`src/rtl/wsfhe_pkg.sv`:
```
package wsfhe_pkg;

  localparam int TAIL_BYTES = 13;
  localparam int TAIL_W     = TAIL_BYTES * 8;
  localparam int CNT_W      = 4;

  localparam logic       OP_HEADER   = 1'b0;
  localparam logic       OP_PAYLOAD  = 1'b1;
  localparam logic [7:0] FIN_BIT     = 8'h80;
  localparam logic [7:0] OPC_TEXT    = 8'h01;
  localparam logic [7:0] MASK_BIT    = 8'h80;
  localparam logic [31:0] LEN_7_MAX  = 32'd125;
  localparam logic [31:0] LEN_16_MAX = 32'h0000_FFFF;
  localparam logic [6:0] LEN_CODE_16 = 7'd126;
  localparam logic [6:0] LEN_CODE_64 = 7'd127;

  typedef struct packed {
    logic        op;
    logic [7:0]  first_byte;
    logic [31:0] mask_key;
    logic [31:0] payload_length;
    logic [7:0]  payload_byte;
    logic        payload_last;
  } cmd_t;

  typedef struct packed {
    logic [7:0] out_byte;
    logic       run_last;
    logic       frame_last;
  } res_t;

  typedef struct packed {
    logic [7:0]        head;
    logic [TAIL_W-1:0] tail;
    logic [CNT_W-1:0]  count;
    logic              empty;
  } load_t;

endpackage

```
`src/rtl/websocket_frame_header_encoder.sv`:
```
// WebSocket frame header encoder.
// An item is offered on cmd with start and is taken at a clock edge where
// start is high and busy is low. A header item (op 0) expands into the
// frame's header bytes: the first byte with FIN forced (a zero opcode made text), the mask bit and
// length code, an optional 16- or 64-bit extended length and an optional
// four-byte mask key. A payload item (op 1) yields its byte unchanged.
// Each result byte is held on result for exactly one cycle with strobe
// high, beginning the cycle after the item is taken.
// A payload item does not raise busy, so payload bytes may stream at one
// per cycle while busy is low. A header item yields 2 to 14 bytes: the
// first from the item, the rest from the byte shift register that holds the
// remaining header bytes; busy is high until its last byte is on the port.
// Synchronous reset empties the shift register and clears strobe; no item
// is lost or repeated afterwards. The receiver has no way to stall, so
// every strobed byte must be taken in the cycle it is shown.
module websocket_frame_header_encoder (
  input  logic              clk,
  input  logic              rst,
  input  logic              start,
  output logic              busy,
  input  wsfhe_pkg::cmd_t   cmd,
  output logic              strobe,
  output wsfhe_pkg::res_t   result
);
  import wsfhe_pkg::*;

  logic             accept;
  load_t            ld;
  logic [7:0]       top_byte;
  logic [CNT_W-1:0] rem;
  logic             empty;

  assign busy   = (rem != '0);
  assign accept = start && !busy;

  wsfhe_pack u_pack (
    .cmd (cmd),
    .ld  (ld)
  );

  wsfhe_shreg u_shreg (
    .clk      (clk),
    .rst      (rst),
    .load     (accept && (cmd.op == OP_HEADER)),
    .ld       (ld),
    .top_byte (top_byte),
    .rem      (rem),
    .empty    (empty)
  );

  always_ff @(posedge clk) begin
    if (rst) begin
      strobe <= 1'b0;
    end else begin
      strobe <= accept || busy;
    end
  end

  always_ff @(posedge clk) begin
    if (accept) begin
      if (cmd.op == OP_PAYLOAD) begin
        result <= '{out_byte: cmd.payload_byte, run_last: 1'b1,
                    frame_last: cmd.payload_last};
      end else begin
        result <= '{out_byte: ld.head, run_last: 1'b0, frame_last: 1'b0};
      end
    end else if (busy) begin
      result <= '{out_byte: top_byte, run_last: (rem == CNT_W'(1)),
                  frame_last: (rem == CNT_W'(1)) && empty};
    end
  end

  a_busy_strobes: assert property (@(posedge clk) disable iff (rst)
    busy |=> strobe)
    else $error("header byte pending without a strobe");

  a_accept_strobes: assert property (@(posedge clk) disable iff (rst)
    accept |=> strobe)
    else $error("taken item produced no byte");

  a_last_frees: assert property (@(posedge clk) disable iff (rst)
    (strobe && result.run_last) |-> !busy)
    else $error("still busy after the last byte of an item");

  a_idle_quiet: assert property (@(posedge clk) disable iff (rst)
    !strobe |-> !busy)
    else $error("busy while no byte is being shown");

endmodule

```
`src/rtl/wsfhe_pack.sv`:
```
module wsfhe_pack (
  input  wsfhe_pkg::cmd_t  cmd,
  output wsfhe_pkg::load_t ld
);
  import wsfhe_pkg::*;

  logic       keyed;
  logic [7:0] b2;

  assign keyed = (cmd.mask_key != 32'd0);

  always_comb begin
    ld = '0;
    ld.head = cmd.first_byte | FIN_BIT;
    if (cmd.first_byte[3:0] == 4'd0) begin
      ld.head = ld.head | OPC_TEXT;
    end
    ld.empty = (cmd.payload_length == 32'd0);
    b2 = keyed ? MASK_BIT : 8'd0;
    if (cmd.payload_length <= LEN_7_MAX) begin
      ld.tail  = {b2 | {1'b0, cmd.payload_length[6:0]}, cmd.mask_key, 64'd0};
      ld.count = keyed ? CNT_W'(5) : CNT_W'(1);
    end else if (cmd.payload_length <= LEN_16_MAX) begin
      ld.tail  = {b2 | {1'b0, LEN_CODE_16}, cmd.payload_length[15:0], cmd.mask_key, 48'd0};
      ld.count = keyed ? CNT_W'(7) : CNT_W'(3);
    end else begin
      ld.tail  = {b2 | {1'b0, LEN_CODE_64}, 32'd0, cmd.payload_length, cmd.mask_key};
      ld.count = keyed ? CNT_W'(13) : CNT_W'(9);
    end
  end

endmodule

```
`src/rtl/wsfhe_shreg.sv`:
```
module wsfhe_shreg (
  input  logic                             clk,
  input  logic                             rst,
  input  logic                             load,
  input  wsfhe_pkg::load_t                 ld,
  output logic [7:0]                       top_byte,
  output logic [wsfhe_pkg::CNT_W-1:0]      rem,
  output logic                             empty
);
  import wsfhe_pkg::*;

  logic [TAIL_W-1:0] tail;

  assign top_byte = tail[TAIL_W-1 -: 8];

  always_ff @(posedge clk) begin
    if (rst) begin
      rem <= '0;
    end else if (load) begin
      rem <= ld.count;
    end else if (rem != '0) begin
      rem <= rem - CNT_W'(1);
    end
  end

  always_ff @(posedge clk) begin
    if (load) begin
      tail  <= ld.tail;
      empty <= ld.empty;
    end else if (rem != '0) begin
      tail <= {tail[TAIL_W-9:0], 8'd0};
    end
  end

endmodule
```
`config.mk`:
```
export PLATFORM = sky130hd
export DESIGN_NAME = websocket_frame_header_encoder
export DESIGN_NICKNAME = d
export VERILOG_FILES = /design/src/rtl/wsfhe_pkg.sv /design/src/rtl/websocket_frame_header_encoder.sv /design/src/rtl/wsfhe_pack.sv /design/src/rtl/wsfhe_shreg.sv
export SDC_FILE = /design/constraint.sdc
export NUM_CORES = 1
export LEC_CHECK = 0
export BUFFER_PORTS_ARGS = -buffer_cell sky130_fd_sc_hd__buf_2
export CORE_MARGIN = 2
export CORE_UTILIZATION = 45
export DETAILED_ROUTE_END_ITERATION = 12
export PLACE_DENSITY_LB_ADDON = 0.12
export REMOVE_ABC_BUFFERS = 1
export SLEW_MARGIN = 20
export SYNTH_ARGS = -nofsm -noshare
export SYNTH_HDL_FRONTEND = slang
export SYNTH_SLANG_ARGS = --single-unit
```
`constraint.sdc`:
```
create_clock -name clk -period 7.9 [get_ports clk]
set_clock_uncertainty 0.1 [all_clocks]
set_input_delay 0.79 -clock clk [delete_from_list [all_inputs] [get_ports clk]]
set_output_delay 0.79 -clock clk [all_outputs]
set_load 0.05 [all_outputs]
```
==> metrics.cfg <==
[outcome]
status=finished clean

[critical_path]
required_ps=7960
cp_cell_sequence=inv_1, ha_1, nor3b_4, nand3_4, inv_2, buf_4, nand2_1, o21ai_0
endpoint_kind=register
cp_data_arrival_time_ps=3840
slowest_delay_ps=760
critical_path_class=reg2reg
slowest_stage=inv_2
startpoint_type=register
critical_path.max_fanout=46

[synth]
async_flop_share=0
yosys_warnings=0
synth_top_cell_area_share=0.561
yosysTopAreaCell=edfxtp_1
yosysMostFrequentCell=nand2_1
synth_top_family_by_area=simple AND/OR/NAND/NOR gates
synth-edff-count=115
synthAdderAreaFrac=0.00610
netlist_instances=604
synthFlopType=edfxtp_1
ys_top_cells_by_count=nand2_1, edfxtp_1, o21ai_0
syn_area_per_cell_um2=10.2
synthMuxAreaShare=0.00976
synth.distinct_cells=39
synth_seq_cells=120
synth_compound_gate_area_share=0.155
synth.area.top_cells=edfxtp_1, nand2_1, o21ai_0
seq_area_frac_synth=0.578
syn_area_mm2=0.00615
yosys.area_share.simple=0.194
synthXorXnorAreaFrac=0.00285

[clock_network]
clk_latency_ps=410
cts_tree=built
post_cts_buffers=0
clk_path_buf_depth=2
cts.clk_slew.worst_paths_ps=50
postCtsHoldBufs=0
h-tree-depth=4
root_buffer=clkbuf_16
cts.repair.resized=0
numClockSinks=120
cts_buffers=17

[pwr]
power.density_mw_per_mm2=393
seqPwrFrac=0.464
switching_power_uw=959
sw_frac_of_total=0.341
p_leak_uw=0.00276
internal_power_uw=1850
p_comb_frac=0.308
ir_drop_mv=0.166
power_frac_clock=0.229

[sta]
slew_headroom=0.297
hold_violations=0
final.min_clock_period_ps=3780
fmax_mhz=265
finalCritPeriodShare=0.478
rsz0062_at_grt=false
worst_pin_slew_ps=1050
timing.setup.tns_ps=0
setup_violations=0
final-max-slew-violation-count=0

[final_layout]
antennaDiodeCount=0
area_delta_synth_final_pct=16.3
fillers=1226
drive_gt1_frac=0.212
fin_nets=762
utilization=0.538

[floorplanning]
rows=42
pin_count=97
die_height_um=121
core_mm2=0.0133
dieArea_mm2=0.0146
start_util=0.463
chipWidth_um=121

[grt]
grt_pass1_wl_um=24700
grt_pass1_vias=4757
grt_max_degree=78
antenna_found_initial=0
gr-total-overflow=0
grtUsageTotal=0.220

[detailed_routing]
drc=0
wl_per_cell_um=17.9
first_pass_iters=5
antenna_left=0
vias_per_cell=5.72
drt-initial-drc-count=546
routed_wl_um=15400
vias=4923

[worst_hold_path]
worstHoldPathType=reg2reg

[placed_design]
finalWeightedCongestion=0.780
dp_hpwl_um=9980
numPortBuffers=95

[job]
maxCapViolCount=0

[logic make-up after synthesis]
family / Yosys count
simple gates: 262
fa+ha+maj: 3
mux: 6
compound gates: 138
flops: 120
buf+inv: 73
xor+xnor: 2
[stage by stage]
stage	cell area (µm²)	hold WS (ps)	setup slack, ps	power [µW]	instances
after floorplan	5900	392	2130	1950	552
after global placement	6680	399	3970	2150	831
after detailed placement	6680	404	3980	2180	831
after CTS	7150	418	4110	2830	861
after global routing	7150	424	3900	2980	861
final	7150	415	4120	2810	861
[power by group through the flow]
stage	clock [µW]	combinational, µW	sequential (µW)
3_3_place_gp	0	847	1300
5_1_grt	675	974	1330
4_1_cts	652	872	1300
3_5_place_dp	0	870	1310
6_report	642	864	1300
2_1_floorplan	0	529	1420
[sequential cells by signal, indices dropped and copies added (netlist names)]
signal	count
u_shreg.tail	104
u_shreg.empty	1
strobe	1
u_shreg.rem	4
result	10
[area by class of cell]
type	count	area [µm²]	area share
Clock buffer	22	444	0.0621
Clock inverter	8	33.8	0.00472
Inverter	21	78.8	0.0110
Multi-Input combinational cell	411	2290	0.320
Sequential cell	120	3550	0.497
Tap cell	176	220	0.0308
Timing Repair Buffer	103	536	0.0749
[path summary, 6_finish.rpt]
check	startpoint	to	slack, ps	cells past startpoint
worst min register to register	u_shreg.tail[63]	u_shreg.tail[71]	410	2
worst max register to register	u_shreg.rem[0]	u_shreg.tail[44]	4120	8
worst max-delay path	u_shreg.rem[0]	u_shreg.tail[44]	4120	8
worst min-delay path	u_shreg.tail[63]	u_shreg.tail[71]	410	2
[metal layers]
metal | routed length [µm] | GRT usage
met1 | 6590 | 0.291
met2 | 7440 | 0.357
met3 | 1120 | 0.0493
met4 | 276 | 0.0792
met5 | 0 | 0
[critical path, delay by kind of cell, from the launching register on]
kind | cells | cell delay [ps]
AO/OA/AOI/OAI | 1 | 380
adder cells (fa/ha/maj) | 1 | 250
buffers and inverters | 3 | 1360
flip-flops | 1 | 320
AND/OR/NAND/NOR | 3 | 1070
[placed cells by master (no fill, tap or decap), drive strengths merged, types with 3 or more instances in the layout]
cell and instances:
nand4 19, clkbuf 22, mux2i 6, o2111ai 16, a311oi 9, or3 3, nand2 127, nor2 39
nor4 14, o21ai 45, dfxtp 5, inv 21, o31ai 22, edfxtp 115, ha 3, a21oi 27
o211ai 16, clkinv 8, nor3 31, nand3 20, buf 103
Note: power is estimated with default switching activity, not from simulation.
